**src/design/bcse_pkg.sv**
```systemverilog
// Shared types, constants and helpers of the contact separation energy block.
package bcse_pkg;

	localparam int unsigned MAX_BEADS_DEF      = 64;
	localparam int unsigned NUM_BINS_DEF       = 64;
	localparam int unsigned MAX_SEPARATION_DEF = 1024;

	localparam int unsigned CFG_IDX_W  = 3;
	localparam int unsigned CFG_DATA_W = 11;
	localparam int unsigned DIV_W      = 10;
	localparam int unsigned BIN_Q_W    = 11;
	localparam int unsigned SUM_W      = 48;

	typedef enum logic [1:0] {
		MODE_BEAD   = 2'd0,
		MODE_WEIGHT = 2'd1,
		MODE_LOOKUP = 2'd2,
		MODE_NONE   = 2'd3
	} mode_t;

	typedef enum logic [1:0] {
		RULE_LINEAR = 2'd0,
		RULE_DENSE  = 2'd1,
		RULE_LOOKUP = 2'd2,
		RULE_SPARE  = 2'd3
	} rule_t;

	typedef enum logic [2:0] {
		REG_BIN_RULE   = 3'd0,
		REG_LINEAR_SZ  = 3'd1,
		REG_SMALL_CNT  = 3'd2,
		REG_SMALL_SZ   = 3'd3,
		REG_BIG_SZ     = 3'd4,
		REG_SEP_START  = 3'd5,
		REG_SEP_CUTOFF = 3'd6,
		REG_DOUBLE     = 3'd7
	} cfg_reg_t;

	// A bin size of zero behaves as one.
	function automatic logic [CFG_DATA_W-1:0] nz_size(input logic [CFG_DATA_W-1:0] v);
		return (v == '0) ? CFG_DATA_W'(1) : v;
	endfunction

endpackage

```
**src/design/bcse_div.sv**
```systemverilog
// Restoring divider, one quotient bit per cycle, used by the linear and dense binning rules.
module bcse_div (
	input  logic                                clk,
	input  logic                                arst_n,
	input  logic                                start,
	input  logic [bcse_pkg::DIV_W-1:0]          dividend,
	input  logic [bcse_pkg::CFG_DATA_W-1:0]     divisor,
	output logic                                done,
	output logic [bcse_pkg::DIV_W-1:0]          quotient
);

	localparam int unsigned CNT_W = $clog2(bcse_pkg::DIV_W + 1);

	logic [bcse_pkg::CFG_DATA_W-1:0] rem_q;
	logic [bcse_pkg::CFG_DATA_W-1:0] dvs_q;
	logic [bcse_pkg::DIV_W-1:0]      quo_q;
	logic [CNT_W-1:0]                cnt_q;
	logic                            run_q;
	logic                            done_q;
	logic [bcse_pkg::CFG_DATA_W-1:0] trial;
	logic                            fits;

	assign trial = {rem_q[bcse_pkg::CFG_DATA_W-2:0], quo_q[bcse_pkg::DIV_W-1]};
	assign fits  = (trial >= dvs_q);

	always_ff @(posedge clk or negedge arst_n) begin
		if (!arst_n) begin
			run_q  <= 1'b0;
			done_q <= 1'b0;
			cnt_q  <= '0;
		end else begin
			done_q <= 1'b0;
			if (start) begin
				run_q <= 1'b1;
				cnt_q <= '0;
			end else if (run_q) begin
				cnt_q <= cnt_q + CNT_W'(1);
				if (cnt_q == CNT_W'(bcse_pkg::DIV_W - 1)) begin
					run_q  <= 1'b0;
					done_q <= 1'b1;
				end
			end
		end
	end

	always_ff @(posedge clk) begin
		if (start) begin
			rem_q <= '0;
			quo_q <= dividend;
			dvs_q <= divisor;
		end else if (run_q) begin
			rem_q <= fits ? (trial - dvs_q) : trial;
			quo_q <= {quo_q[bcse_pkg::DIV_W-2:0], fits};
		end
	end

	assign done     = done_q;
	assign quotient = quo_q;

endmodule

```
**config.mk**
```make
export PLATFORM = sky130hd
export DESIGN_NAME = bcse_div
export DESIGN_NICKNAME = d
export VERILOG_FILES = /design/src/design/bcse_pkg.sv /design/src/design/bcse_div.sv
export SDC_FILE = /design/constraint.sdc
export NUM_CORES = 1
export LEC_CHECK = 0
export BUFFER_PORTS_ARGS = -buffer_cell sky130_fd_sc_hd__buf_4
export CAP_MARGIN = 20
export CORE_MARGIN = 10
export CORE_UTILIZATION = 55
export DETAILED_ROUTE_END_ITERATION = 10
export PLACE_DENSITY = 0.79
export REMOVE_ABC_BUFFERS = 1
export SYNTH_ARGS = -nofsm -noshare
export SYNTH_HDL_FRONTEND = slang
export SYNTH_SLANG_ARGS = --single-unit
```
**constraint.sdc**
```tcl
create_clock -name clk -period 2.6 [get_ports clk]
set_input_delay 0.52 -clock clk [delete_from_list [all_inputs] [get_ports clk]]
set_output_delay 0.52 -clock clk [all_outputs]
set_load 0.005 [all_outputs]
```
Word level (Yosys, flattened, before mapping)

Index checks and enable logic that the tools add are counted.

Bits in registers: 37
Word-level logic and storage cells: 22
Output and inout port bits: 11
Input bits: 24

Add/subtract/negate cells: 2
$lt $le $gt $ge: 1
Multiplexer cells: 11
Equal/unequal tests: 1
Reduce and logical (&&, ||, !) cells: 1

Operators with widths:

| cell                  | count |
|---|---|
| $mux W10              | 3 |
| $ge A11 B11 Y1        | 1 |
| $sub A10 B10 Y10      | 1 |
| $mux W4               | 2 |
| $mux W1               | 6 |
| $add A4 B1 Y4 const B | 1 |
| $eq A4 B4 Y1 const B  | 1 |
| $reduce_bool A2 Y1    | 1 |

Logic depth before layout (Yosys ltp)

Gate-level depths: netlist (run 1).

Word-level depth: 4
Gate-level depth with buffers: 10
Gate-level depth less buffers: 10

Least setup slack after synthesis (run 1)

No wires, ideal clock.

Path kind: register -> register
From: register quo_q, in the netlist quotient[9]
To: register rem_q[6] in the netlist's numbering
Path buffers: 0
Library setup time: 0.086 ns
Required time: 2.514 ns
Data arrival time: 1.949 ns
Path slack: 0.566 ns
Cell stages (with the launch flop): 11
Clock period less this slack: 2.034 ns
Cell sequence: edfxtp_1 inv_1 ha_1 inv_1 fa_1 a211oi_1 o21bai_1 a21oi_1 xnor2_1 mux2i_1 a211oi_1

Longest elaborated chain between the ends: 2
Elaborated cells between the ends (all ways): 3
Those cells by class: add/sub: 1; order compare: 1; mux: 1

Ends and longest elaborated chain:

| what                                                      | RTL line                       | RTL |
|---|---|---|
| start: declaration                                        | bcse_div.sv:16                 | `logic [bcse_pkg::DIV_W-1:0] quo_q;` |
| start signal: assignment                                  | bcse_div.sv:49                 | `quo_q <= dividend;` |
| start signal: assignment                                  | bcse_div.sv:53                 | `quo_q <= {quo_q[bcse_pkg::DIV_W-2:0], fits};` |
| $sub A10 B10 Y10 / $ge A11 B11 Y1 (equally long branches) | bcse_div.sv:52, bcse_div.sv:24 |  |
| $mux W10 *                                                | bcse_div.sv:52                 | `rem_q <= fits ? (trial - dvs_q) : trial;` |
| end signal: assignment                                    | bcse_div.sv:52                 |  |
| end: declaration                                          | bcse_div.sv:14                 | `logic [bcse_pkg::CFG_DATA_W-1:0] rem_q;` |

Every way passes the cells marked *; elsewhere a longest branch is shown, timed or not.
A chain may end at the register's enable or synchronous reset.

Worst setup path in the final report (run 1)

From: register dvs_q[5] in the netlist's numbering
To: register rem_q[0] in the netlist's numbering

Longest elaborated chain between the ends: 2

Ends and longest elaborated chain:

| what                     | RTL line       | RTL |
|---|---|---|
| start: declaration       | bcse_div.sv:15 | `logic [bcse_pkg::CFG_DATA_W-1:0] dvs_q;` |
| start signal: assignment | bcse_div.sv:50 | `dvs_q <= divisor;` |
| $ge A11 B11 Y1           | bcse_div.sv:24 | `assign fits = (trial >= dvs_q);` |
| $mux W10                 | bcse_div.sv:52 |  |

No other way between the ends.

==> results by group, run 1 <==
Placement
  • Number of port buffers: 34
  • Area of placed instances: 2260 um^2
  • DPL Wire Length: 2850 um
  • Final GP Congestion: 0.864

STA
  • Clk_skew: 0.00675 ns
  • Final Hold Violating Endpoints: 0
  • Max-slew violation count: 0
  • Hold slack: 0.334 ns
  • RSZ-0062 raised after global routing: false
  • Fin Setup TNS: 0 ns
  • Tcrit/Tclk final: 89.9%
  • Measured slew at the worst slew-check pin: 0.632 ns
  • Fmax: 0.428 GHz
  • Normalized max-slew margin: 57.9%
  • Setup violators final: 0
  • Min Tclk post-route: 2.34 ns

Worst setup path
  • Data required, critical path: 2.88 ns
  • R2R setup slack: 0.26 ns
  • CP Capture Type: flip-flop
  • Critical path launch point type: flip-flop
  • Crit path max fanout: 10
  • Crit Path Class: flip-flop to flip-flop
  • R2R depth: 8
  • RR Endpoint: rem_q[0]$_SDFFE_PP0P_
  • Most frequent CP cell: o21ai_2
  • Critical Path AT: 2.61 ns
  • Critical-path top delay cell: o21ai_2
  • RR Startpoint: dvs_q[5]$_DFFE_PP_
  • Cell Chain, Critical Path: inv_1 > ha_1 > o21ai_0 > a21oi_1 > o21ai_2 > o21ai_2 > mux2_4 > a211oi_2
  • Critical Path Max Stage Delay: 0.51 ns

Drt
  • Vias post-DR: 1387
  • DR iter-0 viols: 105
  • Detailed Routing Iterations Pass 1: 4
  • WL final: 3770 um
  • WL/cell: 14.6 um
  • Post-DRT Antenna Nets: 0
  • Drc violations: 0
  • Via density: 5.38

Clock tree
  • Clk Latency, worst-skew pair: 0.35 ns
  • CTS sink cnt: 37
  • CTS Buf Count: 5
  • Worst-path clk slew: 0.11 ns
  • Longest Clk Path Bufs: 2
  • CTS tree: built
  • H-tree Lvls: 2
  • Post-CTS setup buffers: 0
  • CTS root buf: clkbuf_4

Floorplanning
  • Die extent in x: 79.9 um
  • Starting density of the core: 57.8%
  • Die Span Y: 79.9 um
  • CORE AREA: 3420 um^2
  • # rows: 21
  • IO Pins: 35
  • Die area: 6390 um^2

Global routing
  • Vias in the first global route: 1422
  • Total congestion overflow: 0
  • GR Util met2: 19.7%
  • GR Util met1: 14.1%
  • Largest net degree at the start of global routing: 34
  • Most used routing layer: met2
  • Grt met3 use: 6.08%
  • Gr usage total: 12.6%
  • First-pass GRT wire length: 6370 um
  • Initial antenna violation count: 0

Layout
  • Synthesis-to-finish area growth: 20.2%
  • Commonest non-fill, non-tap cell in the layout: buf_4
  • Register area: 981 um^2
  • Share of cells above drive strength 1: 29.7%
  • Fillers: 280
  • Number of inserted diodes: 0
  • Final #Nets: 249
  • Post-route cell area: 2370 um^2
  • Multi-input gate area: 905 um^2
  • Commonest cells after routing, fill and taps aside: 34 x buf_4, 21 x edfxtp_1, 17 x inv_1

Power
  • Net Sw Frac: 23.0%
  • Psw: 323 uW
  • Clk pwr share: 35.3%
  • Maximum VDD drop: 0.432 mV
  • P_int: 1080 uW
  • Combinational power share: 15.9%
  • Total power: 1400 uW
  • Pwr/cell area: 590 nW/um^2
  • Sequential Power Share: 48.9%
  • Leak pwr: 0.00100 uW

Worst hold path
  • Worst min path class: input port to flip-flop
  • Beginning of the worst hold path: divisor[9]
  • Hold endpoint: dvs_q[9]$_DFFE_PP_
  • Hold Path Stages: 1

Logic synthesis
  • Mean Syn Cell Area: 11.4 um^2
  • Register bit total from synthesis: 37
  • Yosys cell types: 41
  • Yosys warnings: 0
  • Xor/xnor share of the synthesized area: 4.43%
  • Seq/Total Area, Yosys: 49.7%
  • Mux cell area share after synthesis: 10.0%
  • Synth Area in Adders: 9.25%
  • Mapped Area: 1980 um^2
  • Synth Area in Simple Gates: 9.50%
  • Mapped Cells: 174
  • Synth Area in Compound Gates: 12.6%
  • Largest family of logic cells by synthesized area: compound AO/OA/AOI/OAI gates

Flow run
  • Max-cap viol count: 0

Outcome
  • Status: finished clean
## sequential cells by signal, indices dropped and copies added (netlist names)
signal and flops:
dvs_q 11, quotient 10, rem_q 10, cnt_q 4, done 1, run_q 1
## kinds of logic (layout without fill, tap and decap cells)
kind of cell | after synthesis | in the layout
muxes | 18 | 18
DFF | 37 | 37
and+or+nand+nor | 37 | 37
adders and majority gates | 14 | 14
buffers and inverters | 22 | 60
xor gates and xnor gates | 10 | 10
AOI/OAI and AO/OA | 36 | 36
## synth_stat cells, drive strengths merged
cell | number | area share (%)
a211oi | 7 | 2.9
a21o | 3 | 1.2
a21oi | 11 | 3.2
a32o | 1 | 0.51
buf | 3 | 0.95
clkbuf | 2 | 0.38
dfrtp | 6 | 7.6
dfxtp | 10 | 10
edfxtp | 21 | 32
fa | 1 | 1.0
ha | 13 | 8.2
inv | 17 | 3.2
mux2 | 11 | 6.5
mux2i | 7 | 3.5
nand2 | 11 | 2.1
nand2b | 3 | 0.95
nand3 | 2 | 0.51
nand3b | 1 | 0.38
nand4 | 2 | 0.95
nand4bb | 1 | 0.57
nor2 | 14 | 2.8
nor2b | 1 | 0.32
nor4 | 1 | 0.63
o211ai | 2 | 1.0
o21ai | 9 | 2.7
o21bai | 1 | 0.38
o22ai | 1 | 0.32
o311ai | 1 | 0.44
or3 | 1 | 0.32
xnor2 | 6 | 2.7
xor2 | 4 | 1.8
## power groups by stage
stage | Clock, uW | Sequential, uW | Combinational (uW)
3_5_place_dp | 0 | 698 | 221
2_1_floorplan | 0 | 695 | 134
5_1_grt | 524 | 690 | 248
3_3_place_gp | 0 | 696 | 215
4_1_cts | 502 | 685 | 223
6_report | 494 | 685 | 222
## final cells by class
cell class / count / area share [%]
Tap cell: 46 / 2.42
Clock buffer: 5 / 1.58
Inverter: 17 / 2.69
Timing Repair Buffer: 35 / 11.2
Sequential cell: 37 / 41.3
Clock inverter: 3 / 2.74
Multi-Input combinational cell: 115 / 38.1
## worst max-delay path, delay by kind of cell, from the launching register on
kind                     cells  cell delay [ns]
AO/OA/AOI/OAI                5             1.15
adder cells (fa/ha/maj)      1             0.38
buffers and inverters        1             0.04
flip-flops                   1             0.33
multiplexers                 1             0.36
## stage by stage
stage               std cells  worst slack, ns  util (%)
finish                    258            0.264      69.5
detailed placement        249            0.334      66.2
CTS                       258            0.262      69.5
global route              258           0.0414      69.5
floorplan                 169            0.541         -
global placement          249            0.364      66.2
## worst max path at each step
stage	end	start	depth (start not counted)	slack (ns)
5_1_grt	rem_q[0]$_SDFFE_PP0P_	dvs_q[5]$_DFFE_PP_	8	0.04
3_3_place_gp	rem_q[0]$_SDFFE_PP0P_	dvs_q[6]$_DFFE_PP_	8	0.36
2_1_floorplan	rem_q[0]$_SDFFE_PP0P_	dvs_q[6]$_DFFE_PP_	8	0.54
6_report	rem_q[0]$_SDFFE_PP0P_	dvs_q[5]$_DFFE_PP_	8	0.26
3_5_place_dp	rem_q[0]$_SDFFE_PP0P_	dvs_q[6]$_DFFE_PP_	8	0.33
4_1_cts	rem_q[0]$_SDFFE_PP0P_	dvs_q[5]$_DFFE_PP_	8	0.26
## metal layers
metal	vias to the layer above	routed length, um
met5	-	0
met4	0	76
met3	9	242
met2	29	1860
met1	656	1590
li1	693	-
## what timing repair did
item / 4_1_cts / 5_1_grt
hold endpoints to repair: 6 / 0
hold buffers: 1 / 0
resized for setup: 0 / 0
No activity file was read; power rests on OpenSTA's default activity.
==> inputs of run 2 (changes only) <==
--- a/config.mk
+++ b/config.mk
@@ -11,7 +11,7 @@
 export CORE_UTILIZATION = 55
 export DETAILED_ROUTE_END_ITERATION = 10
 export PLACE_DENSITY = 0.79
-export REMOVE_ABC_BUFFERS = 1
+export RECOVER_POWER = 25
 export SYNTH_ARGS = -nofsm -noshare
 export SYNTH_HDL_FRONTEND = slang
 export SYNTH_SLANG_ARGS = --single-unit
==> run 2 against run 1 <==
Against the previous run: critical path depth rose by 2; maximum frequency fell by 0.63%; worst setup slack got worse by 0.015 ns; combinational power rose by 4%; core utilization fell by 0.40 points; largest power group unchanged; final cell count rose by 0.39%; register-to-register slack barely moved; total power fell by 5.1%; cell area fell by 0.58%.
==> results by group, run 2 (synthesis results as in run 1) <==
STA
  • Final Hold Violating Endpoints: 0 (unchanged)
  • RSZ-0062 raised after global routing: false
  • Setup violators final: 0 (unchanged)
  • Fin Setup TNS: 0 ns (unchanged)
  • Measured slew at the worst slew-check pin: 0.573 ns (-0.0592 ns)
  • Clk_skew: 0.00993 ns (+0.00318 ns)
  • Max-slew violation count: 0 (unchanged)
  • Fmax: 0.425 GHz (-0.63%)
  • Tcrit/Tclk final: 90.4% (+0.57 points)
  • Normalized max-slew margin: 61.8% (+3.9 points)
  • Min Tclk post-route: 2.35 ns (+0.0149 ns)

Clock tree
  • CTS root buf: clkbuf_4
  • Longest Clk Path Bufs: 2 (unchanged)
  • CTS resizes: 0 (unchanged)
  • CTS sink cnt: 37 (unchanged)
  • CTS Buf Count: 5 (unchanged)
  • CTS tree: built
  • Worst-path clk slew: 0.11 ns (about the same)
  • Hold_buf cts: 1 (unchanged)
  • Post-CTS setup buffers: 0 (unchanged)
  • H-tree Lvls: 2 (unchanged)
  • Clk Latency, worst-skew pair: 0.35 ns (about the same)

Global routing
  • Gr usage total: 14.4% (+1.9 points)
  • Total congestion overflow: 0 (unchanged)
  • First-pass GRT wire length: 7150 um (+12%)
  • Initial antenna violation count: 0 (unchanged)
  • Largest net degree at the start of global routing: 34 (unchanged)
  • Most used routing layer: met2
  • Grt met3 use: 6.64% (+0.56 points)
  • GR Util met1: 16.1% (+2.1 points)
  • GR Util met2: 23.5% (+3.8 points)
  • Vias in the first global route: 1512 (+6.3%)

Outcome
  • Status: finished clean

Layout
  • Finished Layout Cells: 259 (+0.39%)
  • Share of cells above drive strength 1: 29.1% (-0.61 points)
  • Commonest cells after routing, fill and taps aside: 23 x buf_4, 21 x edfxtp_1, 17 x inv_1
  • Fillers: 260 (-7.1%)
  • Max reg flops: 11 (unchanged)
  • Synthesis-to-finish area growth: 19.5%
  • Final #Nets: 250 (+0.40%)
  • Number of inserted diodes: 0 (unchanged)
  • Reg with most FFs: dvs_q
  • Commonest non-fill, non-tap cell in the layout: buf_4

Drt
  • Vias post-DR: 1403 (+1.2%)
  • WL/cell: 16.1 um (+10%)
  • Detailed Routing Iterations Pass 1: 4 (unchanged)
  • Via density: 5.42 (+0.76%)
  • Post-DRT Antenna Nets: 0 (unchanged)
  • DR iter-0 viols: 121 (+15%)
  • Drc violations: 0 (unchanged)
  • WL final: 4170 um (+10%)

Placement
  • DPL Wire Length: 3190 um (+12%)
  • Placed cell count: 250 (+0.40%)
  • Number of port buffers: 34 (unchanged)
  • Final GP Congestion: 1.01 (+17%)

Worst setup path
  • Critical Path AT: 2.63 ns (+0.02 ns)
  • CP Capture Type: flip-flop
  • Critical-path top delay cell: fa_1
  • R2R depth: 10 (+2)
  • Crit path max fanout: 3 (-7)
  • Critical path launch point type: flip-flop
  • Critical Path Max Stage Delay: 0.42 ns (-0.09 ns)
  • Cell Chain, Critical Path: inv_1 > ha_1 > inv_1 > fa_1 > a211oi_1 > o21bai_1 > a21oi_1 > xnor2_1 > mux2i_1 > a211oi_1
  • Data required, critical path: 2.88 ns (about the same)
  • Crit Path Class: flip-flop to flip-flop
  • R2R setup slack: 0.25 ns (about the same)

Worst hold path
  • Hold Path Stages: 1 (unchanged)
  • Worst min path class: input port to flip-flop

Floorplanning
  • # rows: 21 (unchanged)
  • Die extent in x: 79.9 um (unchanged)
  • Die area: 6390 um^2 (unchanged)
  • Starting density of the core: 57.8% (unchanged)
  • CORE AREA: 3420 um^2 (unchanged)
  • Die Span Y: 79.9 um (unchanged)
  • IO Pins: 35 (unchanged)

Logic synthesis
  • Synth Net Count: 212

Power
  • Pwr/cell area: 563 nW/um^2 (-4.6%)
  • Leak pwr: 0.000992 uW (-1.0%)
  • Maximum VDD drop: 0.379 mV (-12%)

Flow run
  • Max-cap viol count: 0 (unchanged)
==> run 2: metrics by stage <==
step                      hold slack [ns]  cell area (um^2)  total power [uW]  util (%)  worst slack [ns]
after global placement              0.327              2270               914      66.4             0.424
after floorplan                     0.224              1980               834         -             0.566
final                               0.361              2360              1330      69.1             0.249
after detailed placement            0.329              2270               925      66.4             0.314
after CTS                           0.336              2360              1340      69.2             0.291
after global routing                0.344              2360              1400      69.1            0.0870
==> run 2: worst max-delay path, delay by kind of cell (launching register included) <==
kind                     cells  cell delay [ns]
AO/OA/AOI/OAI                4             0.89
adder cells (fa/ha/maj)      2             0.59
flip-flops                   1             0.40
buffers and inverters        2             0.17
XOR/XNOR                     1             0.15
multiplexers                 1             0.09
==> run 2: area by class of cell <==
class	instances	area [um^2]	share of cell area [%]
sequential	37	981	41.5
multi-input combinational	115	905	38.3
tap	46	57.6	2.44
inverter	17	63.8	2.70
timing repair buffer	36	269	11.4
clock buffer	7	55.1	2.33
clock inverter	1	30.0	1.27
==> run 2: path summary, 6_finish.rpt <==
check / start / to
worst max register to register: quotient[9]$_DFFE_PP_ / rem_q[6]$_SDFFE_PP0P_
worst min register to register: rem_q[8]$_SDFFE_PP0P_ / rem_q[8]$_SDFFE_PP0P_
max in group asynchronous: arst_n / cnt_q[0]$_DFFE_PN0P_
worst max-delay path: quotient[9]$_DFFE_PP_ / rem_q[6]$_SDFFE_PP0P_
worst min-delay path: divisor[6] / dvs_q[6]$_DFFE_PP_
min in group asynchronous: arst_n / run_q$_DFF_PN0_
==> run 2: layer usage <==
| metal | part of all wire [%] | routed length (um) |
|---|---|---|
| met4 | 1.5 | 61 |
| met1 | 42 | 1750 |
| met2 | 50 | 2070 |
| met3 | 6.9 | 286 |
| met5 | 0 | 0 |
==> run 2: power by group <==
group	internal [uW]	switching [uW]
sequential	662	22.7
clock	229	183
combinational	117	114
